==> config.mk <==
export PLATFORM = sky130hd
export DESIGN_NAME = weekly_window_relay_scheduler_top
export DESIGN_NICKNAME = d
export VERILOG_FILES = /design/src/rtl/wwrs_pkg.sv /design/src/rtl/wwrs_ram.sv /design/src/rtl/wwrs_evq.sv /design/src/rtl/wwrs_ctrl.sv /design/src/rtl/weekly_window_relay_scheduler_top.sv
export SDC_FILE = /design/constraint.sdc
export NUM_CORES = 1
export LEC_CHECK = 0
export BUFFER_PORTS_ARGS = -buffer_cell sky130_fd_sc_hd__buf_4
export CAP_MARGIN = 20
export CORE_MARGIN = 5
export CORE_UTILIZATION = 45
export DETAILED_ROUTE_END_ITERATION = 10
export PLACE_DENSITY_LB_ADDON = 0.08
export SYNTH_ARGS = -nofsm -noshare
export SYNTH_HDL_FRONTEND = slang
export SYNTH_HIERARCHICAL = 1
export SYNTH_SLANG_ARGS = --single-unit
==> constraint.sdc <==
create_clock -name clk -period 7.68 [get_ports clk]
set_input_delay 1.92 -clock clk [delete_from_list [all_inputs] [get_ports clk]]
set_output_delay 1.92 -clock clk [all_outputs]
set_load 0.03 [all_outputs]
==> src/rtl/wwrs_pkg.sv <==
`default_nettype none

package wwrs_pkg;

    // Table and relay sizing
    localparam int MAX_ENTRIES = 16;
    localparam int RELAY_COUNT = 16;
    localparam int MAX_RESULTS = 16;

    localparam int IDX_W   = (MAX_ENTRIES > 1) ? $clog2(MAX_ENTRIES) : 1;
    localparam int CNT_W   = $clog2(MAX_ENTRIES + 1);
    localparam int EVQ_AW  = (MAX_RESULTS > 1) ? $clog2(MAX_RESULTS) : 1;
    localparam int EVC_W   = $clog2(MAX_RESULTS + 1);

    localparam logic [10:0] LAST_MINUTE = 11'd1439;
    localparam logic [7:0]  ID_LIMIT    = 8'hFF;

    // Command modes
    localparam logic [1:0] MODE_TICK   = 2'd0;
    localparam logic [1:0] MODE_UPSERT = 2'd1;
    localparam logic [1:0] MODE_REMOVE = 2'd2;

    // Result status codes
    localparam logic [2:0] ST_DONE     = 3'd0;
    localparam logic [2:0] ST_INVALID  = 3'd1;
    localparam logic [2:0] ST_FULL     = 3'd2;
    localparam logic [2:0] ST_NOTFOUND = 3'd3;
    localparam logic [2:0] ST_SWITCH   = 3'd4;
    localparam logic [2:0] ST_NOIDS    = 3'd5;

    typedef struct packed {
        logic [1:0]  mode;
        logic [7:0]  entry_id;
        logic [3:0]  relay_id;
        logic [6:0]  day_mask;
        logic [10:0] start_minute;
        logic [10:0] end_minute;
        logic        entry_enabled;
        logic [10:0] minute_of_day;
        logic [2:0]  weekday;
        logic [15:0] relay_auto_mask;
    } cmd_t;

    typedef struct packed {
        logic [2:0] status;
        logic [7:0] result_id;
        logic [3:0] switch_relay;
        logic       switch_on;
        logic       any_running;
        logic       last;
    } rsp_t;

    typedef struct packed {
        logic [7:0]  id;
        logic [3:0]  relay;
        logic [6:0]  days;
        logic [10:0] start_minute;
        logic [10:0] end_minute;
        logic        enabled;
        logic        running;
    } entry_t;

    localparam int ENTRY_W = $bits(entry_t);

    typedef struct packed {
        logic [7:0] id;
        logic [3:0] relay;
        logic       on;
    } ev_t;

    typedef struct packed {
        logic               we;
        logic [IDX_W-1:0]   waddr;
        logic [ENTRY_W-1:0] wdata;
        logic [IDX_W-1:0]   raddr;
    } ram_req_t;

    typedef struct packed {
        logic push;
        logic pop;
        ev_t  ev;
    } evq_req_t;

    typedef enum logic [2:0] {
        S_IDLE,
        S_SCAN,
        S_FIN,
        S_SHIFT,
        S_RESP,
        S_EMIT
    } state_t;

    function automatic logic relay_ok(input logic [3:0] relay, input logic [15:0] present);
        logic in_range;
        in_range = ({1'b0, relay} < 5'(RELAY_COUNT));
        return in_range && present[relay];
    endfunction

endpackage

`default_nettype wire

==> src/rtl/wwrs_ram.sv <==
`default_nettype none

module wwrs_ram #(
    parameter int WIDTH = 8,
    parameter int DEPTH = 16,
    parameter int AW    = 4
) (
    input  wire logic             clk,
    input  wire logic             we,
    input  wire logic [AW-1:0]    waddr,
    input  wire logic [WIDTH-1:0] wdata,
    input  wire logic [AW-1:0]    raddr,
    output logic      [WIDTH-1:0] rdata
);

    logic [WIDTH-1:0] mem [DEPTH];

    always_ff @(posedge clk)
    begin
        if (we)
        begin
            mem[waddr] <= wdata;
        end
        rdata <= mem[raddr];
    end

endmodule

`default_nettype wire

==> src/rtl/wwrs_evq.sv <==
`default_nettype none

module wwrs_evq
    import wwrs_pkg::*;
(
    input  wire logic     clk,
    input  wire logic     rst_n,
    input  wire evq_req_t req,
    output ev_t           head
);

    ev_t               buf_mem [MAX_RESULTS];
    ev_t               head_reg;
    logic [EVQ_AW-1:0] wr_ptr_reg;
    logic [EVQ_AW-1:0] wr_ptr_next;
    logic [EVQ_AW-1:0] rd_ptr_reg;
    logic [EVQ_AW-1:0] rd_ptr_next;

    // advance a pointer with wrap at the queue depth
    function automatic logic [EVQ_AW-1:0] bump(input logic [EVQ_AW-1:0] p);
        return (p == EVQ_AW'(MAX_RESULTS - 1)) ? '0 : p + EVQ_AW'(1);
    endfunction

    always_comb
    begin
        wr_ptr_next = req.push ? bump(wr_ptr_reg) : wr_ptr_reg;
        rd_ptr_next = req.pop  ? bump(rd_ptr_reg) : rd_ptr_reg;
    end

    always_ff @(posedge clk or negedge rst_n)
    begin
        if (!rst_n)
        begin
            wr_ptr_reg <= '0;
            rd_ptr_reg <= '0;
        end
        else
        begin
            wr_ptr_reg <= wr_ptr_next;
            rd_ptr_reg <= rd_ptr_next;
        end
    end

    always_ff @(posedge clk)
    begin
        if (req.push)
        begin
            buf_mem[wr_ptr_reg] <= req.ev;
        end
        // read ahead at the next head so the entry is ready once popped
        head_reg <= buf_mem[rd_ptr_next];
    end

    assign head = head_reg;

endmodule

`default_nettype wire

==> src/rtl/wwrs_ctrl.sv <==
`default_nettype none

module wwrs_ctrl
    import wwrs_pkg::*;
(
    input  wire logic               clk,
    input  wire logic               rst_n,
    input  wire logic               cmd_valid,
    output logic                    cmd_ready,
    input  wire cmd_t               cmd,
    output logic                    rsp_valid,
    input  wire logic               rsp_ready,
    output rsp_t                    rsp,
    input  wire logic               cfg_we,
    input  wire logic [15:0]        cfg_wdata,
    output ram_req_t                ram_req,
    input  wire logic [ENTRY_W-1:0] ram_rdata,
    output evq_req_t                evq_req,
    input  wire ev_t                evq_head
);

    state_t           state_reg, state_next;
    cmd_t             item_reg, item_next;
    logic [CNT_W-1:0] cnt_reg, cnt_next;
    logic [CNT_W-1:0] issue_reg, issue_next;
    logic             pv_reg, pv_next;
    logic [IDX_W-1:0] p_idx_reg, p_idx_next;
    logic             hit_reg, hit_next;
    logic [IDX_W-1:0] hit_idx_reg, hit_idx_next;
    logic             hit_run_reg, hit_run_next;
    logic [7:0]       maxid_reg, maxid_next;
    logic             run_all_reg, run_all_next;
    logic             run_excl_reg, run_excl_next;
    logic [EVC_W-1:0] ev_n_reg, ev_n_next;
    logic [EVC_W-1:0] em_reg, em_next;
    logic [2:0]       res_status_reg, res_status_next;
    logic [7:0]       res_id_reg, res_id_next;
    logic             res_any_reg, res_any_next;
    logic             out_valid_reg, out_valid_next;
    rsp_t             out_reg, out_next;
    logic [15:0]      present_reg;

    entry_t           rd_ent;
    entry_t           wr_ent;
    logic [7:0]       day_bits;
    logic             gate;
    logic             act;
    logic             change;
    logic             fit;
    logic             p_last;
    logic [CNT_W-1:0] p_plus1;
    logic             valid_up;
    logic             slot_free;

    assign rd_ent    = entry_t'(ram_rdata);
    assign day_bits  = {1'b0, rd_ent.days};
    assign p_plus1   = CNT_W'(p_idx_reg) + CNT_W'(1);
    assign p_last    = (p_plus1 == cnt_reg);
    assign slot_free = !out_valid_reg || rsp_ready;
    assign fit       = (ev_n_reg < EVC_W'(MAX_RESULTS));

    // window test, wrapping past midnight when start is after end
    always_comb
    begin
        if (rd_ent.start_minute <= rd_ent.end_minute)
        begin
            act = (item_reg.minute_of_day >= rd_ent.start_minute) &&
                  (item_reg.minute_of_day <  rd_ent.end_minute);
        end
        else
        begin
            act = (item_reg.minute_of_day >= rd_ent.start_minute) ||
                  (item_reg.minute_of_day <  rd_ent.end_minute);
        end
    end

    assign gate = rd_ent.enabled && day_bits[item_reg.weekday] &&
                  relay_ok(rd_ent.relay, present_reg) &&
                  item_reg.relay_auto_mask[rd_ent.relay];
    assign change = gate && (act != rd_ent.running);

    assign valid_up = relay_ok(item_reg.relay_id, present_reg) &&
                      (item_reg.day_mask != 7'd0) &&
                      (item_reg.start_minute <= LAST_MINUTE) &&
                      (item_reg.end_minute <= LAST_MINUTE);

    always_comb
    begin
        state_next      = state_reg;
        item_next       = item_reg;
        cnt_next        = cnt_reg;
        issue_next      = issue_reg;
        pv_next         = 1'b0;
        p_idx_next      = p_idx_reg;
        hit_next        = hit_reg;
        hit_idx_next    = hit_idx_reg;
        hit_run_next    = hit_run_reg;
        maxid_next      = maxid_reg;
        run_all_next    = run_all_reg;
        run_excl_next   = run_excl_reg;
        ev_n_next       = ev_n_reg;
        em_next         = em_reg;
        res_status_next = res_status_reg;
        res_id_next     = res_id_reg;
        res_any_next    = res_any_reg;
        out_valid_next  = out_valid_reg && !rsp_ready;
        out_next        = out_reg;
        cmd_ready       = 1'b0;
        wr_ent          = rd_ent;
        ram_req.we      = 1'b0;
        ram_req.waddr   = p_idx_reg;
        ram_req.wdata   = ram_rdata;
        ram_req.raddr   = issue_reg[IDX_W-1:0];
        evq_req.push    = 1'b0;
        evq_req.pop     = 1'b0;
        evq_req.ev      = '{id: rd_ent.id, relay: rd_ent.relay, on: act};

        // read pipeline shared by table walk and compaction
        if (state_reg == S_SCAN || state_reg == S_SHIFT)
        begin
            if (issue_reg < cnt_reg)
            begin
                issue_next = issue_reg + CNT_W'(1);
                pv_next    = 1'b1;
                p_idx_next = issue_reg[IDX_W-1:0];
            end
        end

        unique case (state_reg)
            S_IDLE:
            begin
                cmd_ready = 1'b1;
                if (cmd_valid)
                begin
                    item_next     = cmd;
                    issue_next    = '0;
                    hit_next      = 1'b0;
                    hit_run_next  = 1'b0;
                    maxid_next    = 8'd0;
                    run_all_next  = 1'b0;
                    run_excl_next = 1'b0;
                    ev_n_next     = '0;
                    state_next    = (cnt_reg == '0) ? S_FIN : S_SCAN;
                end
            end

            S_SCAN:
            begin
                if (pv_reg)
                begin
                    if (item_reg.mode == MODE_TICK)
                    begin
                        if (change && fit)
                        begin
                            wr_ent.running = act;
                            ram_req.we     = 1'b1;
                            ram_req.wdata  = wr_ent;
                            evq_req.push   = 1'b1;
                            ev_n_next      = ev_n_reg + EVC_W'(1);
                            run_all_next   = run_all_reg || act;
                        end
                        else
                        begin
                            run_all_next = run_all_reg || rd_ent.running;
                        end
                    end
                    else
                    begin
                        run_all_next = run_all_reg || rd_ent.running;
                        if (rd_ent.id == item_reg.entry_id)
                        begin
                            hit_next     = 1'b1;
                            hit_idx_next = p_idx_reg;
                            hit_run_next = rd_ent.running;
                        end
                        else
                        begin
                            run_excl_next = run_excl_reg || rd_ent.running;
                        end
                        if (rd_ent.id > maxid_reg)
                        begin
                            maxid_next = rd_ent.id;
                        end
                    end
                    if (p_last)
                    begin
                        state_next = S_FIN;
                    end
                end
            end

            S_FIN:
            begin
                state_next      = S_RESP;
                res_any_next    = run_all_reg;
                res_id_next     = item_reg.entry_id;
                res_status_next = ST_DONE;
                wr_ent.relay        = item_reg.relay_id;
                wr_ent.days         = item_reg.day_mask;
                wr_ent.start_minute = item_reg.start_minute;
                wr_ent.end_minute   = item_reg.end_minute;
                wr_ent.enabled      = item_reg.entry_enabled;
                wr_ent.id           = item_reg.entry_id;
                wr_ent.running      = hit_run_reg;
                ram_req.wdata       = wr_ent;
                unique case (item_reg.mode)
                    MODE_TICK:
                    begin
                        res_id_next = 8'd0;
                        em_next     = '0;
                        if (ev_n_reg != '0)
                        begin
                            state_next = S_EMIT;
                        end
                    end
                    MODE_UPSERT:
                    begin
                        if (!valid_up)
                        begin
                            res_status_next = ST_INVALID;
                        end
                        else if (hit_reg)
                        begin
                            ram_req.we    = 1'b1;
                            ram_req.waddr = hit_idx_reg;
                        end
                        else if (cnt_reg >= CNT_W'(MAX_ENTRIES))
                        begin
                            res_status_next = ST_FULL;
                        end
                        else if (maxid_reg == ID_LIMIT)
                        begin
                            res_status_next = ST_NOIDS;
                        end
                        else
                        begin
                            wr_ent.id      = maxid_reg + 8'd1;
                            wr_ent.running = 1'b0;
                            ram_req.wdata  = wr_ent;
                            ram_req.we     = 1'b1;
                            ram_req.waddr  = cnt_reg[IDX_W-1:0];
                            cnt_next       = cnt_reg + CNT_W'(1);
                            res_id_next    = maxid_reg + 8'd1;
                        end
                    end
                    MODE_REMOVE:
                    begin
                        if (!hit_reg)
                        begin
                            res_status_next = ST_NOTFOUND;
                        end
                        else
                        begin
                            res_any_next = run_excl_reg;
                            if (CNT_W'(hit_idx_reg) + CNT_W'(1) == cnt_reg)
                            begin
                                cnt_next = cnt_reg - CNT_W'(1);
                            end
                            else
                            begin
                                issue_next = CNT_W'(hit_idx_reg) + CNT_W'(1);
                                state_next = S_SHIFT;
                            end
                        end
                    end
                    default:
                    begin
                        res_status_next = ST_INVALID;
                    end
                endcase
            end

            S_SHIFT:
            begin
                // move entry p down by one slot
                if (pv_reg)
                begin
                    ram_req.we    = 1'b1;
                    ram_req.waddr = p_idx_reg - IDX_W'(1);
                    ram_req.wdata = ram_rdata;
                    if (p_last)
                    begin
                        cnt_next   = cnt_reg - CNT_W'(1);
                        state_next = S_RESP;
                    end
                end
            end

            S_RESP:
            begin
                if (slot_free)
                begin
                    out_valid_next = 1'b1;
                    out_next       = '{status: res_status_reg, result_id: res_id_reg,
                                       switch_relay: 4'd0, switch_on: 1'b0,
                                       any_running: res_any_reg, last: 1'b1};
                    state_next     = S_IDLE;
                end
            end

            S_EMIT:
            begin
                if (slot_free)
                begin
                    evq_req.pop    = 1'b1;
                    out_valid_next = 1'b1;
                    em_next        = em_reg + EVC_W'(1);
                    out_next       = '{status: ST_SWITCH, result_id: evq_head.id,
                                       switch_relay: evq_head.relay, switch_on: evq_head.on,
                                       any_running: res_any_reg,
                                       last: (em_next == ev_n_reg)};
                    if (em_next == ev_n_reg)
                    begin
                        state_next = S_IDLE;
                    end
                end
            end

            default:
            begin
                state_next = S_IDLE;
            end
        endcase
    end

    always_ff @(posedge clk or negedge rst_n)
    begin
        if (!rst_n)
        begin
            state_reg     <= S_IDLE;
            cnt_reg       <= '0;
            pv_reg        <= 1'b0;
            out_valid_reg <= 1'b0;
            ev_n_reg      <= '0;
            em_reg        <= '0;
            present_reg   <= 16'hFFFF;
        end
        else
        begin
            state_reg     <= state_next;
            cnt_reg       <= cnt_next;
            pv_reg        <= pv_next;
            out_valid_reg <= out_valid_next;
            ev_n_reg      <= ev_n_next;
            em_reg        <= em_next;
            if (cfg_we)
            begin
                present_reg <= cfg_wdata;
            end
        end
    end

    always_ff @(posedge clk)
    begin
        item_reg       <= item_next;
        issue_reg      <= issue_next;
        p_idx_reg      <= p_idx_next;
        hit_reg        <= hit_next;
        hit_idx_reg    <= hit_idx_next;
        hit_run_reg    <= hit_run_next;
        maxid_reg      <= maxid_next;
        run_all_reg    <= run_all_next;
        run_excl_reg   <= run_excl_next;
        res_status_reg <= res_status_next;
        res_id_reg     <= res_id_next;
        res_any_reg    <= res_any_next;
        out_reg        <= out_next;
    end

    assign rsp_valid = out_valid_reg;
    assign rsp       = out_reg;

    a_cnt_bound: assert property (@(posedge clk) disable iff (!rst_n)
        cnt_reg <= CNT_W'(MAX_ENTRIES))
        else $error("entry count exceeds table depth");

    a_ev_bound: assert property (@(posedge clk) disable iff (!rst_n)
        ev_n_reg <= EVC_W'(MAX_RESULTS))
        else $error("event count exceeds queue depth");

    a_scan_write: assert property (@(posedge clk) disable iff (!rst_n)
        (state_reg == S_SCAN && ram_req.we) |-> (item_reg.mode == MODE_TICK))
        else $error("table written during a non-tick walk");

    a_shift_floor: assert property (@(posedge clk) disable iff (!rst_n)
        (state_reg == S_SHIFT && pv_reg) |-> (p_idx_reg != '0))
        else $error("compaction would write below entry zero");

    a_accept_busy: assert property (@(posedge clk) disable iff (!rst_n)
        (cmd_valid && cmd_ready) |=> (state_reg != S_IDLE))
        else $error("accepted transaction left the sequencer idle");

endmodule

`default_nettype wire

==> src/rtl/weekly_window_relay_scheduler_top.sv <==
// Weekly window relay scheduler.
// Command channel (cmd_valid/cmd_ready/cmd) carries one transaction per item: a tick with
// the minute of day, weekday and relay auto mask, an upsert of a window entry, or a remove.
// Response channel (rsp_valid/rsp_ready/rsp) returns one transaction per upsert or remove,
// and one per relay switch event on a tick (up to 16), or a single done transaction when
// nothing switches; the final transaction of an item has last set, and all of them carry
// any_running as it stands once the item is complete.
// The window table lives in a single-port-read, single-port-write RAM with a registered
// read port; every item walks the stored entries at one entry per cycle, then passes a
// finish step, then, on a remove that leaves a gap, compacts the table by moving each
// later entry down one slot, and then hands out its result transactions.
// One item is worked on at a time.
// cfg_we/cfg_wdata write the relay present mask; write it only while the block is idle.
// Reset (rst_n low, asynchronous) empties the table and sets every relay present; the RAM
// contents are not cleared, since only entries below the count are ever read.
// A stalled receiver holds the result in the output register; the next command is still
// accepted once the current item has been handed to that register.
`default_nettype none

module weekly_window_relay_scheduler_top
    import wwrs_pkg::*;
(
    input  wire logic        clk,
    input  wire logic        rst_n,
    input  wire logic        cmd_valid,
    output logic             cmd_ready,
    input  wire cmd_t        cmd,
    output logic             rsp_valid,
    input  wire logic        rsp_ready,
    output rsp_t             rsp,
    input  wire logic        cfg_we,
    input  wire logic [15:0] cfg_wdata
);

    ram_req_t           ram_req;
    logic [ENTRY_W-1:0] ram_rdata;
    evq_req_t           evq_req;
    ev_t                evq_head;

    // sequencer: walks the table, applies edits, drives the output register
    wwrs_ctrl u_ctrl (
        .clk       (clk),
        .rst_n     (rst_n),
        .cmd_valid (cmd_valid),
        .cmd_ready (cmd_ready),
        .cmd       (cmd),
        .rsp_valid (rsp_valid),
        .rsp_ready (rsp_ready),
        .rsp       (rsp),
        .cfg_we    (cfg_we),
        .cfg_wdata (cfg_wdata),
        .ram_req   (ram_req),
        .ram_rdata (ram_rdata),
        .evq_req   (evq_req),
        .evq_head  (evq_head)
    );

    // window entry table
    wwrs_ram #(
        .WIDTH (ENTRY_W),
        .DEPTH (MAX_ENTRIES),
        .AW    (IDX_W)
    ) u_ram (
        .clk   (clk),
        .we    (ram_req.we),
        .waddr (ram_req.waddr),
        .wdata (ram_req.wdata),
        .raddr (ram_req.raddr),
        .rdata (ram_rdata)
    );

    // hold switch events until the walk finishes and any_running is known
    wwrs_evq u_evq (
        .clk   (clk),
        .rst_n (rst_n),
        .req   (evq_req),
        .head  (evq_head)
    );

endmodule

`default_nettype wire
======== Word-level counts from Yosys, hierarchy flattened ========
Memory sizes are Yosys's and may differ from the RTL's. A register that Yosys moved wholly into a read port is not among the register bits.
Cells that the tools add are included.
storage, ports and cells
  memory bits (writable) .................. 896
  input bits .............................. 95
  memories ................................ 2
  output and inout port bits .............. 20
  bits in registers ....................... 173
  logic and storage cells ................. 256
operators by class
  multiplexer cells ....................... 117
  $lt $le $gt $ge ......................... 12
  bitwise operators ....................... 1
  add/sub/neg operators ................... 11
  reductions and logical operators ........ 40
  equality and inequality tests ........... 37
memories
  memory         depth  bits a word  read ports  clocked after memory_dff  wr ports  line            source
  u_ram.mem      16     43           1           1                         1         wwrs_ram.sv:16  logic [WIDTH-1:0] mem [DEPTH];
  u_evq.buf_mem  16     13           1           1                         1         wwrs_evq.sv:12  ev_t buf_mem [MAX_RESULTS];
operators with widths
  cell                                                    count
  two-way mux 48 bit                                      5
  one-hot mux 43 bit (3 select lines)                     1
  two-way mux 5 bit                                       21
  two-way mux 8 bit                                       8
  one-hot mux 5 bit (2 select lines)                      5
  two-way mux 43 bit                                      1
  two-way mux 3 bit                                       14
  two-way mux 1 bit                                       39
  two-way mux 18 bit                                      2
  one-hot mux 18 bit (2 select lines)                     1
  one-hot mux 8 bit (2 select lines)                      2
  less-or-equal comparator 11 bit, second input constant  2
  adder 5 x 1 -> 5 bit, second input constant             4
  AND reduction 5 bit                                     4
  one-hot mux 3 bit (6 select lines)                      1
  != test 2 x 1 -> 1 bit, second input constant           8
  == test 5 bit                                           3
  != test 2 bit, second input constant                    7
  binary-select mux 1 bit (select 4 bit)                  3
  two-way mux 4 bit                                       3
  != test 3 bit, second input constant                    4
  >= comparator 11 bit                                    1
  less-or-equal comparator 11 bit                         1
  less-than comparator 11 bit                             1
  44 further kinds                                        77

======== Logic depth before layout (Yosys ltp) ========
  word-level depth ........................ 13
  gate-level depth with buffers ........... 14
  depth with buffers taken out ............ 12

======== By module ========
Netlist, hierarchy kept.
modules (own cells, without submodules)
  module     instances  cells each  area an instance (um^2)  sequential area each (um^2)
  wwrs_ram   1          1116        26639.3                  21520.6
  wwrs_evq   1          744         9895.7                   6706.4
  wwrs_ctrl  1          845         9213.8                   4744.6

======== Worst setup path after synthesis ========
Ideal clock, no wire load.
  path kind ............................... reg-to-reg
  start ................................... reg u_ctrl/item_reg[60] (netlist bit)
  end ..................................... mem u_ram/mem[0][0] (netlist bit) (enable)
  cell stages (with the launch flop) ...... 14
  data arrival time ....................... 6.052 ns
  data required time ...................... 7.183 ns
  path buffers ............................ 3
  path slack .............................. 1.131 ns
  setup time .............................. 0.497 ns
  period minus slack after synthesis ...... 6.549 ns
  cell sequence ........................... edfxtp_1 buf_6 mux4_1 mux4_2 nand4_1 or4_1 buf_6 nand2b_4 buf_6 o221ai_2 nand2_1 a221o_1 or3b_2 nor3_1
RTL lines
  what                    line              source
  start, declared         wwrs_ctrl.sv:23   cmd_t item_reg, item_next;
  start signal, assigned  wwrs_ctrl.sv:355  item_reg <= item_next;
  end, declared           wwrs_ram.sv:16

==> run summary <==
- largest voltage drop on the vdd net: 246 µV
- Yosys Warn Count: 6
- crit path max fanout: 25
- path type of the worst min-delay path: reg2reg
- filler-free cell count of the finished design: 4328
- crit path DAT: 5.93 ns
- Crit Path Category: reg2reg
- remaining max-slew budget at the tightest pin: 23.9%
- sequential area share after synthesis: 72.1%
- Starting DRT DRC Count: 2081
- global-route wire length before repair: 169 mm
- endpoint with the worst hold slack: u_ctrl/rsp[1]
- die boundary height: 329 µm
- buffers added on ports: 114
- Hold Path Stages: 0
- vias in the first global route: 25.7k
- Post-synth EDFFs: 1020
- die area: 108000 µm²
- run status: finished clean
- Synth Cell Area: 45700 µm²
- post-CTS clock slew at the launch and capture registers of the worst setup and hold paths: 0.06 ns
- TritonCTS clock tree: done
- number of core rows: 117
- setup slack after layout: 2.09 ns
- count of TritonRoute iterations in the first routing pass: 6
- filler cell count: 8268
- fraction of final layout cells with drive strength greater than 1: 22.6%
- Ant. Diodes: 0
- R2R Path Start: u_ctrl/item_reg[60]
- CP Launch Type: flop
- average routed wire per standard cell: 26.2 µm
- category of the worst setup path capture point: flop
- initial antenna violation count: 1
- post-place setup slack: 2.05 ns
- Post-DRT Antenna Nets: 0
- number of resized instances in the post-cts repair step: 0
- FF-to-FF path depth: 11
- fin crit share: 72.8%
- starting density of the core: 45.1%
- number of buffers created by CTS: 116
- FF+latch count, synth: 1125
- total congestion overflow: 0
- setup repair bufs after CTS: 0
- hold_buf cts: 0
- syn avg cell area: 16.9 µm²
- Static Leak: 17.6 nW
- largest net degree at the start of global routing: 129
- mean number of vias per cell: 5.68
- transition time of the tightest slew-check pin: 1.14 ns
- synthesized netlist cell count: 2705
- smallest hold slack: 0.419 ns
- summed negative setup slack over all endpoints: 0 ns
- RR Endpoint: u_ram/mem[3][28]
- final critical-path required period: 5.59 ns
- Tot GR Track Use: 21.1%
- vias after detailed routing: 24.6k
- post-route core utilization: 51.2%
- Post-synth top flop: edfxtp_1
- R2R setup slack: 2.09 ns
- Max Slew Vio Count: 0
- final hold violations: 0
- Root Buffer: clkbuf_16
- share of async-settable or async-resettable flops after synthesis: 3.91%
- final setup violation count: 0
- Max-cap violations: 0
- dpl cells: 4103
- Clock Skew: 0.0280 ns
- setup repair after global routing missed its margin: false
- Crit path required time: 8.01 ns
- wire length after detailed routing: 113 mm
- number of distinct library cell variants in the gate-level netlist after synthesis: 80
- Remaining DRCs: 0
- clock insertion delay at the later pin of the skew report: 0.70 ns
- IO Pins: 115
- routability cong.: 0.811
- number of clock sinks: 1125
- Pwr per Cell Area: 381 nW/µm²
- standard cell core area: 101000 µm²
- flip-flop count of the largest register after layout: 688
- DP Wirelength: 69.4 mm
- fin nets: 3013
- upper clock frequency limit: 0.179 GHz
- hold_sp: u_ctrl/res_any_reg
- layout-stage area growth over the synthesis result: 13.6%
- die width: 329 µm
- maximum level of the CTS H-tree: 3
- nets in the synthesized netlist: 2860
- clock buffer depth: 3
[worst max-delay path, stage by stage, from the launching register on]
cell      delay, ns
edfxtp_1       0.51
mux4_1         0.42
mux4_2         0.40
nand4_1        0.41
or4_1          0.77
nand2b_4       0.31
o221ai_2       0.27
nand2_1        0.09
a221o_1        0.35
or3b_2         0.58
nor2_4         0.58
buf_4          0.52
[cells in the final DEF, fill, tap and decap left out, types with 19 or more instances in the layout]
cell type and count:
a22oi_1 87, inv_1 53, nand3_1 85, xnor2_1 25
a21o_1 19, nor2_1 58, dfrtp_1 28, clkbuf_16 117
clkbuf_1 37, mux4_2 176, mux2_2 28, edfxtp_1 1020
a21oi_1 53, ha_1 60, and2_1 54, buf_4 195
clkinv_2 30, a211o_1 50, o221ai_1 38, xor2_1 19
o21ai_0 64, dfxtp_1 59, nand2_1 290
[worst max-delay path by stage]
stage	start	to	slack, ns	depth (start not counted)
2_1_floorplan	u_ctrl/item_reg[60]	u_ram/mem[0][0]	1.13	13
3_3_place_gp	u_ctrl/item_reg[60]	u_ram/mem[3][22]	2.09	11
3_5_place_dp	u_ctrl/item_reg[60]	u_ram/mem[2][22]	2.05	11
4_1_cts	u_ctrl/item_reg[60]	u_ram/mem[2][42]	2.04	11
5_1_grt	u_ctrl/item_reg[60]	u_ram/mem[2][42]	1.93	11
6_report	u_ctrl/item_reg[60]	u_ram/mem[3][28]	2.09	11
[stage by stage]
stage               power [mW]  area (µm²)
floorplan                 12.5       45700
detailed placement        14.6       48300
finish                    19.8       52000
CTS                       20.0       51900
global route              20.8       52000
global placement          14.5       48200
[synthesized netlist by cell type (all sizes together), types with 57 or more instances]
master | count | share of area, %
clkbuf | 69 | 0.57
mux4 | 180 | 8.9
ha | 60 | 1.6
nand2 | 291 | 2.4
nand3 | 85 | 0.93
edfxtp | 1020 | 67
inv | 58 | 0.48
a22oi | 87 | 1.4
o21ai | 73 | 0.80
and2 | 57 | 0.79
nor2 | 76 | 0.62
buf | 98 | 1.4
dfxtp | 61 | 2.7
[power breakdown]
group          internal, mW  switching [mW]  leakage (nW)
combinational          2.16            3.40          5.57
sequential             8.17           0.694          10.3
clock                  3.06            2.30          1.79
[cell type report]
type / instances / area [µm²] / area share (%)
Tap cell: 1368 / 1710 / 3.29
Sequential cell: 1125 / 33000 / 63.5
Inverter: 58 / 221 / 0.426
Clock buffer: 166 / 3230 / 6.22
Timing Repair Buffer: 202 / 1570 / 3.03
Clock inverter: 54 / 402 / 0.773
Multi-Input combinational cell: 1355 / 11800 / 22.8
[layer usage]
layer	GRT usage, %	share of wire, %	up-vias
li1	-	-	10997
met1	27.7	41	12806
met2	36.7	51	633
met3	3.18	4.3	165
met4	6.00	2.9	2
met5	0	0.016	-
[logic make-up after synthesis]
kind of cell | Yosys count | synth area share, %
buffers and inverters | 225 | 2.45
muxes | 220 | 9.85
and+or+nand+nor | 624 | 6.62
DFF | 1125 | 72.1
adders and majority gates | 61 | 1.66
xor gates and xnor gates | 44 | 0.842
AOI/OAI and AO/OA | 406 | 6.51
(Power assumes the default switching activity.)
